===== src/design/dcd_pkg.sv =====
// ----------------------------------------------------------------------------
// dcd_pkg: shared constants and types of the double clap direction detector
// Sample and register widths, stream packing, margins and heading codes.
// ----------------------------------------------------------------------------
package dcd_pkg;

   // Width of one microphone sample.
   localparam int SAMPLE_BITS = 10;

   // Register widths.
   localparam int TRIG_BITS  = 10;
   localparam int COUNT_BITS = 11;
   localparam int CSR_BITS   = 11;
   localparam int CSR_INDEX_BITS = 1;

   // Comparison width for a sample against the trigger level.
   localparam int CMP_BITS = (SAMPLE_BITS > TRIG_BITS) ? SAMPLE_BITS : TRIG_BITS;

   // Result fields.
   localparam int HEAD_BITS = 9;

   // Stream packing, padded to whole bytes.
   localparam int REQ_FIELD_BITS = 3 * SAMPLE_BITS;
   localparam int REQ_DATA_BITS  = ((REQ_FIELD_BITS + 7) / 8) * 8;
   localparam int RSP_FIELD_BITS = 1 + HEAD_BITS + 1;
   localparam int RSP_DATA_BITS  = ((RSP_FIELD_BITS + 7) / 8) * 8;

   // Register indexes.
   localparam logic [CSR_INDEX_BITS-1:0] CSR_TRIGGER_LEVEL = 1'd0;
   localparam logic [CSR_INDEX_BITS-1:0] CSR_CLAP_WINDOW   = 1'd1;

   // Register reset values.
   localparam logic [TRIG_BITS-1:0]  TRIGGER_RESET = 10'd512;
   localparam logic [COUNT_BITS-1:0] WINDOW_RESET  = 11'd1000;
   localparam logic [COUNT_BITS-1:0] COUNT_MAX     = {COUNT_BITS{1'b1}};

   // Classification margins.
   localparam int SIMILAR_MARGIN = 30;
   localparam int LEVEL_MARGIN   = 15;

   // Heading codes in degrees.
   localparam logic signed [HEAD_BITS-1:0] HEAD_0    = 9'sd0;
   localparam logic signed [HEAD_BITS-1:0] HEAD_P60  = 9'sd60;
   localparam logic signed [HEAD_BITS-1:0] HEAD_M60  = -9'sd60;
   localparam logic signed [HEAD_BITS-1:0] HEAD_P120 = 9'sd120;
   localparam logic signed [HEAD_BITS-1:0] HEAD_M120 = -9'sd120;
   localparam logic signed [HEAD_BITS-1:0] HEAD_180  = 9'sd180;

   typedef struct packed {
      logic                        known;
      logic signed [HEAD_BITS-1:0] degrees;
   } heading_type;

endpackage


===== src/design/dcd_classify.sv =====
// ----------------------------------------------------------------------------
// dcd_classify: direction sector classifier
// Compares each microphone pair for similarity and the third level against
// the pair average, giving one of six 60-degree sectors or no match.
// ----------------------------------------------------------------------------
module dcd_classify (
   input  logic [dcd_pkg::SAMPLE_BITS-1:0] level_fl,
   input  logic [dcd_pkg::SAMPLE_BITS-1:0] level_fr,
   input  logic [dcd_pkg::SAMPLE_BITS-1:0] level_bk,
   output dcd_pkg::heading_type            heading
);
   import dcd_pkg::*;

   localparam int W = SAMPLE_BITS + 2;

   typedef struct packed {
      logic higher;
      logic lower;
   } pair_result_type;

   function automatic pair_result_type pair_test(input logic [SAMPLE_BITS-1:0] p,
                                                 input logic [SAMPLE_BITS-1:0] q,
                                                 input logic [SAMPLE_BITS-1:0] t);
      logic [W-1:0]    pe, qe, te, avg, diff;
      pair_result_type r;
      pe   = W'(p);
      qe   = W'(q);
      te   = W'(t);
      avg  = (pe + qe) >> 1;
      diff = (pe > qe) ? (pe - qe) : (qe - pe);
      r.higher = 1'b0;
      r.lower  = 1'b0;
      if (diff < W'(SIMILAR_MARGIN)) begin
         r.higher = te > (avg + W'(LEVEL_MARGIN));
         r.lower  = (te + W'(LEVEL_MARGIN)) < avg;
      end
      return r;
   endfunction

   pair_result_type test_fl, test_fr, test_bk;

   assign test_fl = pair_test(level_fr, level_bk, level_fl);
   assign test_fr = pair_test(level_fl, level_bk, level_fr);
   assign test_bk = pair_test(level_fl, level_fr, level_bk);

   // Rules are tried in order; the first pair that gives a verdict wins.
   always_comb begin
      heading.known   = 1'b1;
      heading.degrees = HEAD_0;
      if (test_fl.higher) begin
         heading.degrees = HEAD_M60;
      end else if (test_fl.lower) begin
         heading.degrees = HEAD_P120;
      end else if (test_fr.higher) begin
         heading.degrees = HEAD_P60;
      end else if (test_fr.lower) begin
         heading.degrees = HEAD_M120;
      end else if (test_bk.higher) begin
         heading.degrees = HEAD_180;
      end else if (test_bk.lower) begin
         heading.degrees = HEAD_0;
      end else begin
         heading.known   = 1'b0;
         heading.degrees = HEAD_0;
      end
   end

endmodule


===== src/design/double_clap_direction_detector.sv =====
// ----------------------------------------------------------------------------
// double_clap_direction_detector: double clap detection with direction
// Each request carries one tick of three microphone levels; each response
// reports whether the tick completed a double clap and the last heading.
//
// Usage:
//   - req_* takes one tick per request; rsp_* returns exactly one response
//     per request, in order.
//   - The request lands in an input register, the clap logic and the sector
//     classifier run in one pass, and the response register presents the
//     result.
//   - Throughput is one request per cycle, limited only by the response
//     register being drained.
//   - When rsp_tready is low, the response holds and the input register still
//     takes one more request; req_tready falls once both are full.
//   - Reset clears the pipeline, disarms the detector, zeroes the tick
//     counter and heading, and loads trigger level 512 and window 1000.
//   - csr_we writes trigger level (index 0) or clap window (index 1); write
//     only while no request is in flight.
// ----------------------------------------------------------------------------
module double_clap_direction_detector (
   input  logic                                 clock,
   input  logic                                 reset,
   // level_front_left, level_front_right, level_back
   input  logic [dcd_pkg::REQ_DATA_BITS-1:0]    req_tdata,
   input  logic                                 req_tvalid,
   output logic                                 req_tready,
   // clap_fired, heading_degrees, heading_known
   output logic [dcd_pkg::RSP_DATA_BITS-1:0]    rsp_tdata,
   output logic                                 rsp_tvalid,
   input  logic                                 rsp_tready,
   input  logic                                 csr_we,
   input  logic [dcd_pkg::CSR_INDEX_BITS-1:0]   csr_index,
   input  logic [dcd_pkg::CSR_BITS-1:0]         csr_wdata
);
   import dcd_pkg::*;

   // Configuration registers.
   logic [TRIG_BITS-1:0]  trigger_ff, trigger_in;
   logic [COUNT_BITS-1:0] window_ff, window_in;

   // Input register.
   logic                   in_valid_ff, in_valid_in;
   logic [SAMPLE_BITS-1:0] fl_ff, fr_ff, bk_ff;

   // Detector state.
   logic                  armed_ff, armed_in;
   logic [COUNT_BITS-1:0] count_ff, count_in;
   heading_type           last_ff, last_in;

   // Response register.
   logic              out_valid_ff, out_valid_in;
   logic              out_fired_ff;
   heading_type       out_head_ff;

   logic        out_load;
   logic        advance;
   logic        clap;
   logic        fire;
   heading_type classified;

   assign out_load   = !out_valid_ff || rsp_tready;
   assign advance    = in_valid_ff && out_load;
   assign req_tready = !in_valid_ff || out_load;

   always_comb begin
      trigger_in = trigger_ff;
      window_in  = window_ff;
      if (csr_we) begin
         case (csr_index)
            CSR_TRIGGER_LEVEL: trigger_in = csr_wdata[TRIG_BITS-1:0];
            CSR_CLAP_WINDOW:   window_in  = csr_wdata[COUNT_BITS-1:0];
            default:           ;
         endcase
      end
   end

   dcd_classify u_classify (
      .level_fl (fl_ff),
      .level_fr (fr_ff),
      .level_bk (bk_ff),
      .heading  (classified)
   );

   assign clap = (CMP_BITS'(fl_ff) > CMP_BITS'(trigger_ff)) ||
                 (CMP_BITS'(fr_ff) > CMP_BITS'(trigger_ff)) ||
                 (CMP_BITS'(bk_ff) > CMP_BITS'(trigger_ff));

   assign fire = clap && armed_ff && (count_ff < window_ff);

   always_comb begin
      armed_in = armed_ff;
      count_in = count_ff;
      last_in  = last_ff;
      if (advance) begin
         if (clap && (!armed_ff || count_ff > window_ff)) begin
            // First clap, or a stale one: arm and restart the count at one.
            armed_in = 1'b1;
            count_in = COUNT_BITS'(1);
         end else if (fire) begin
            armed_in = 1'b0;
            count_in = '0;
            last_in  = classified;
         end else begin
            // A clap exactly at the window disarms; the count still runs on.
            if (clap) begin
               armed_in = 1'b0;
            end
            if (count_ff != COUNT_MAX) begin
               count_in = count_ff + COUNT_BITS'(1);
            end
         end
      end
   end

   assign in_valid_in  = (req_tvalid && req_tready) || (in_valid_ff && !advance);
   assign out_valid_in = advance || (out_valid_ff && !rsp_tready);

   always_ff @(posedge clock) begin
      if (reset) begin
         trigger_ff   <= TRIGGER_RESET;
         window_ff    <= WINDOW_RESET;
         in_valid_ff  <= 1'b0;
         out_valid_ff <= 1'b0;
         armed_ff     <= 1'b0;
         count_ff     <= '0;
         last_ff      <= '0;
      end else begin
         trigger_ff   <= trigger_in;
         window_ff    <= window_in;
         in_valid_ff  <= in_valid_in;
         out_valid_ff <= out_valid_in;
         armed_ff     <= armed_in;
         count_ff     <= count_in;
         last_ff      <= last_in;
      end
   end

   always_ff @(posedge clock) begin
      if (req_tvalid && req_tready) begin
         fl_ff <= req_tdata[SAMPLE_BITS-1:0];
         fr_ff <= req_tdata[2*SAMPLE_BITS-1:SAMPLE_BITS];
         bk_ff <= req_tdata[3*SAMPLE_BITS-1:2*SAMPLE_BITS];
      end
      if (advance) begin
         out_fired_ff <= fire;
         out_head_ff  <= last_in;
      end
   end

   assign rsp_tvalid = out_valid_ff;
   assign rsp_tdata  = {{(RSP_DATA_BITS - RSP_FIELD_BITS){1'b0}},
                        out_head_ff.known, out_head_ff.degrees, out_fired_ff};

endmodule


===== config.mk =====
export PLATFORM = sky130hd
export DESIGN_NAME = double_clap_direction_detector
export DESIGN_NICKNAME = d
export VERILOG_FILES = /design/src/design/dcd_pkg.sv /design/src/design/dcd_classify.sv /design/src/design/double_clap_direction_detector.sv
export SDC_FILE = /design/constraint.sdc
export NUM_CORES = 1
export LEC_CHECK = 0
export ABC_AREA = 0
export BUFFER_PORTS_ARGS = -buffer_cell sky130_fd_sc_hd__clkbuf_2
export CAP_MARGIN = 5
export CORE_MARGIN = 3
export CORE_UTILIZATION = 39
export DETAILED_ROUTE_END_ITERATION = 7
export GPL_TIMING_DRIVEN = 0
export PLACE_DENSITY = 0.59
export SLEW_MARGIN = 25
export SYNTH_ARGS = -nofsm -noshare
export SYNTH_HDL_FRONTEND = slang
export SYNTH_SLANG_ARGS = --single-unit
export TNS_END_PERCENT = 1

===== constraint.sdc =====
create_clock -name clock -period 4.6 [get_ports clock]
set_clock_uncertainty 0.2 [all_clocks]
set_input_delay 0.46 -clock clock [delete_from_list [all_inputs] [get_ports clock]]
set_output_delay 0.46 -clock clock [all_outputs]
set_load 0.1 [all_outputs]

== Yosys cells after proc, flatten, opt, wreduce, memory -nomap -nowiden ==
Cells that the tools add are included.
Widths: inputs -> output; s select.

* Bits in registers: 86
* Input bits: 49
* Output and inout port bits: 18

* Add/sub/neg operators: 16
* $lt $le $gt $ge: 17
* Eq/ne operators: 1
* Muxes and demuxes: 26
* Bitwise gates (word level): 1
* Reductions and logical operators: 25

{| class="wikitable"
|+ Operators by type and width
! operator !! count
|-
| $sub 10x10->11 || 6
|-
| $gt 10x10->1 || 6
|-
| $add 11x4->12 const B || 3
|-
| $gt 10x12->1 || 3
|-
| $lt 12x11->1 || 3
|-
| $lt 12x5->1 const B || 3
|-
| $mux 12 || 3
|-
| $mux 9 || 4
|-
| $add 10x10->11 || 3
|-
| $add 10x4->11 const B || 3
|-
| $mux 11 || 3
|-
| $mux 10 || 3
|-
| $add 11x1->11 const B || 1
|-
| $gt 11x11->1 || 1
|-
| $lt 11x11->1 || 1
|-
| $ne 11x11->1 const B || 1
|-
| $mux 1 || 9
|-
| $mux 8 || 1
|-
| $reduce_and 2->1 || 4
|-
| $logic_and 1x1->1 || 7
|-
| $logic_or 1x1->1 || 7
|-
| $mux 2 || 3
|-
| $reduce_bool 3->1 || 2
|-
| $logic_not 1->1 || 5
|-
| $not 1->1 || 1
|}

== Logic depth before layout (Yosys ltp) ==
* Depth after elaboration: 13
* Mapped depth: 22

== Hierarchy ==
From an unflattened synthesis, not the netlist that was laid out.

* Cells, all modules: 1280
* Area total of the unflattened synthesis: 10849.2 um^2

{| class="wikitable"
|+ By module, submodules not included
! module !! instances !! cells each !! area an instance (um^2)
|-
| dcd_classify || 1 || 890 || 6628.9
|-
| double_clap_direction_detector || 1 || 390 || 4220.3
|}

== Least setup slack after synthesis ==
No wires, ideal clock.

* Path type: flip-flop to flip-flop
* Start: register fl_ff[1]
* End: register out_head_ff (netlist bit rsp_tdata[10]) (data pin)
* Setup time: 261 ps
* Arrival: 4160 ps
* Data required time: 4139 ps
* Path slack: -21 ps
* Stages on the path, launching flop included: 21
* Path buffers: 0
* Clock period less this slack: 4621 ps
* Cells stage by stage: edfxtp_1 > inv_1 > ha_1 > nand2b_1 > a221oi_1 > or4_1 > nand3_1 > inv_1 > a311o_1 > xnor2_1 > ha_1 > a21o_1 > a21oi_1 > nor2b_1 > o21ai_0 > o211ai_1 > o311a_1 > nand4_2 > a21bo_4 > nor4b_2 > nor2_1

{| class="wikitable"
|+ RTL lines
! item !! line !! text
|-
| start: declaration || double_clap_direction_detector.sv:44 || <nowiki>logic [SAMPLE_BITS-1:0] fl_ff, fr_ff, bk_ff;</nowiki>
|-
| start signal: assignment || double_clap_direction_detector.sv:141 || <nowiki>fl_ff <= req_tdata[SAMPLE_BITS-1:0];</nowiki>
|-
| end signal: assignment || double_clap_direction_detector.sv:147 || <nowiki>out_head_ff <= last_in;</nowiki>
|-
| end: declaration || double_clap_direction_detector.sv:54 || <nowiki>heading_type out_head_ff;</nowiki>
|}

==> results.yml <==
clocking:
  cts_sinks: 86
  cts_root_buf: "clkbuf_16"
  insertion_delay_ps: 340
  clk_pin_slew_ps: 70
  htreeDepth: 3
  cts-buffers-inserted: 9
  cts_hold_buf: 0
  clk_path_buf_depth: 2
  cts_tree: "yes"
logic_synthesis:
  netlist_area_um2: 10740
  yosysWarnings: 0
  postSynth.asyncResetShare: 0
  syn_inst: 1284
  synth-seq-area-share: 0.1985
  avgSynthCellArea_um2: 8.364
  ys_seq_elements: 86
  synth_edf_count: 41
  post_synth_num_cell_types: 86
  synth_ff_type: "dfxtp_1"
floorplanning:
  die_x_um: 171.9
  core.rowCount: 60
  die_y_um: 171.9
  ios: 67
  start_util: 0.3974
  design.die.area_um2: 29560
  core-area_um2: 27030
timing:
  timing.hold.ws_ps: 93.47
  setup_ws_ps: -86.17
  max_freq_mhz: 213.4
  final_hold_viol_count: 0
  finalMaxSlewViolations: 0
  tightest_slew_ps: 944.5
  rsz0062_at_grt: "true"
  fin_setup_tns_ps: -278.3
  slew_headroom: 0.3703
  finalCritPeriodShare: 1.019
  finalSetupViolations: 6
  layout_min_cycle_time_ps: 4686
grt:
  grt_start_max_net_pins: 23
  grt_overflow_total: 0
  antenna_found_initial: 1
  grt_pass1_vias: 10024
  grt_pass1_wl_um: 56290
  gr-usage-all-layers: 0.2474
critical_path:
  path_cells: "buf_12, buf_8, ha_4, nor2_4, a221oi_4, or4_4, nand3_4, inv_2, a311o_1, xnor2_1, ha_1, a21o_1, a21oi_2, nor2b_4, o21ai_2, o211ai_1, o311a_1, nand4_4, a21bo_4, nor4b_4, nor2_1"
  path_class: "reg -> reg"
  crit_path_end_kind: "register"
  cp_slowest_cell: "or4_4"
  crit_fanout: 6
  required_ps: 4490
  r2r-start: "fl_ff[1]"
  path_delay_family: "compound AO/OA/AOI/OAI gates"
  startpoint_type: "register"
  max_stage_delay_ps: 540
  path_buf_inv: 3
  cp.arrival_ps: 4570
  cp-startpoint: "fl_ff[1]"
final_layout:
  insertedDiodeCount: 0
  final_common_cell: "ha_1"
  synthToLayoutAreaGrowth_pct: 21.19
  final_cell_mix: "ha_1 (182), nand2_1 (105), a21oi_1 (104)"
  drive_gt1_frac: 0.2019
  finalNetCount: 1702
place:
  dp_hpwl_um: 26950
  dp_slack_ps: -1024
  place_congestion: 0.9768
  portBuffers: 58
routing:
  drt-pass1-iter-count: 5
  ant_nets: 0
  wl_um: 37360
  num_vias: 10406
  via_per_inst: 5.807
  drc: 0
  drt-wirelength-per-cell_um: 20.85
  drt_iter0_markers: 735
power_and_ir_drop:
  powerDensity_nw_per_um2: 260.8
  ir_drop_uv: 245.3
  p_leak_nw: 5.679
worst_hold_path:
  hold_start: "req_tdata[10]"
  worstHoldPathType: "in -> reg"
run_status:
  violations: "setup timing"
  status: "finished with violations"
job:
  drv_cap: 0
==> worst reg2reg max path, stage by stage (launching register included) <==
cell and delay [ps]:
edfxtp_1 510, buf_12 200, buf_8 140, ha_4 170, nor2_4 120, a221oi_4 90, or4_4 540, nand3_4 110
inv_2 40, a311o_1 330, xnor2_1 170, ha_1 260, a21o_1 170, a21oi_2 180, nor2b_4 60, o21ai_2 100
o211ai_1 120, o311a_1 180, nand4_4 110, a21bo_4 270, nor4b_4 300, nor2_1 80
==> registers in the layout, summed over array words and instances, names as in the netlist <==
register,count
count_ff,11
window_ff,11
bk_ff,10
fl_ff,10
fr_ff,10
last_ff,10
rsp_tdata,10
trigger_ff,10
armed_ff,1
in_valid_ff,1
out_fired_ff,1
rsp_tvalid,1
==> stage by stage <==
step             util  total power, mW  cell area [µm²]  cells
2_1_floorplan       -            2.017            10750   1288
3_3_place_gp   0.4244            2.364            11470   1687
3_5_place_dp   0.4255            2.388            11500   1688
4_1_cts        0.4667            3.290            12610   1772
5_1_grt        0.4816            3.613            13020   1792
6_report       0.4816            3.395            13020   1792
==> power by group <==
part / internal (mW) / switching [mW] / total [mW]
registers: 0.840 / 0.0373 / 0.877
logic: 0.723 / 1.03 / 1.75
clock network: 0.434 / 0.335 / 0.768
total: 2.00 / 1.40 / 3.39
==> cells in the mapped netlist, types with 9 or more instances <==
cell / count / area (µm²)
ha_1: 198 / 2477
a21oi_1: 107 / 535.5
nand2_1: 106 / 397.9
inv_1: 98 / 367.9
nor2_1: 72 / 270.3
xnor2_1: 69 / 604.3
o21ai_0: 57 / 285.3
dfxtp_1: 45 / 900.9
edfxtp_1: 41 / 1231
nand4_1: 30 / 187.7
a21o_1: 29 / 217.7
nand3_1: 25 / 125.1
nor2b_1: 25 / 156.4
nor3_1: 24 / 120.1
nand2b_1: 20 / 125.1
a211oi_1: 18 / 135.1
xor2_1: 18 / 157.7
clkbuf_1: 17 / 63.81
a31oi_1: 16 / 100.1
o211ai_1: 16 / 120.1
o21a_1: 14 / 105.1
and2_1: 13 / 81.33
and3_1: 12 / 75.07
buf_2: 11 / 55.05
o21ai_1: 11 / 55.05
o21bai_1: 11 / 82.58
buf_4: 10 / 75.07
or3_1: 10 / 62.56
fa_1: 9 / 180.2
mux2i_1: 9 / 90.09
==> layout make-up <==
cell class,instances,area [µm²]
fill,2633,14010
multi-input combinational,1057,8443
sequential,86,2132
timing repair buffer,151,1067
tap,341,426.7
inverter,100,391.6
buffer,41,239.0
clock buffer,9,225.2
clock inverter,7,90.09
==> cells by family after synthesis <==
group                    Yosys count  synth area share
flip-flops                        86            0.1985
other                              1         0.0003492
AND/OR/NAND/NOR                  379            0.1823
XOR/XNOR                          87           0.07095
multiplexers                      12           0.01153
adder cells (fa/ha/maj)          207            0.2475
AO/OA/AOI/OAI                    367            0.2319
buffers and inverters            145           0.05697
==> final timing paths <==
check                                      to  cells after the start  slack [ps]
worst max-delay path            rsp_tdata[10]                     21         -90
worst min register to register  trigger_ff[3]                      2         260
worst min-delay path                 fr_ff[0]                      1          90
worst max register to register  rsp_tdata[10]                     21         -90
==> per-layer routing <==
| layer | vias to the layer above | global-route usage | routed length, µm |
|---|---|---|---|
| met3 | 77 | 0.03246 | 2480 |
| met1 | 4928 | 0.3255 | 15990 |
| met4 | 2 | 0.08608 | 1508 |
| met2 | 380 | 0.4182 | 17370 |
| li1 | 5019 | - | - |
| met5 | - | 0 | 13 |
==> timing repair <==
action,CTS,global route
setup endpoints to repair,16,16
pin swaps,18,36
hold endpoints to repair,0,0
setup buffers,72,20
gates resized for setup,60,50
Note: power is estimated with default switching activity, not from simulation.
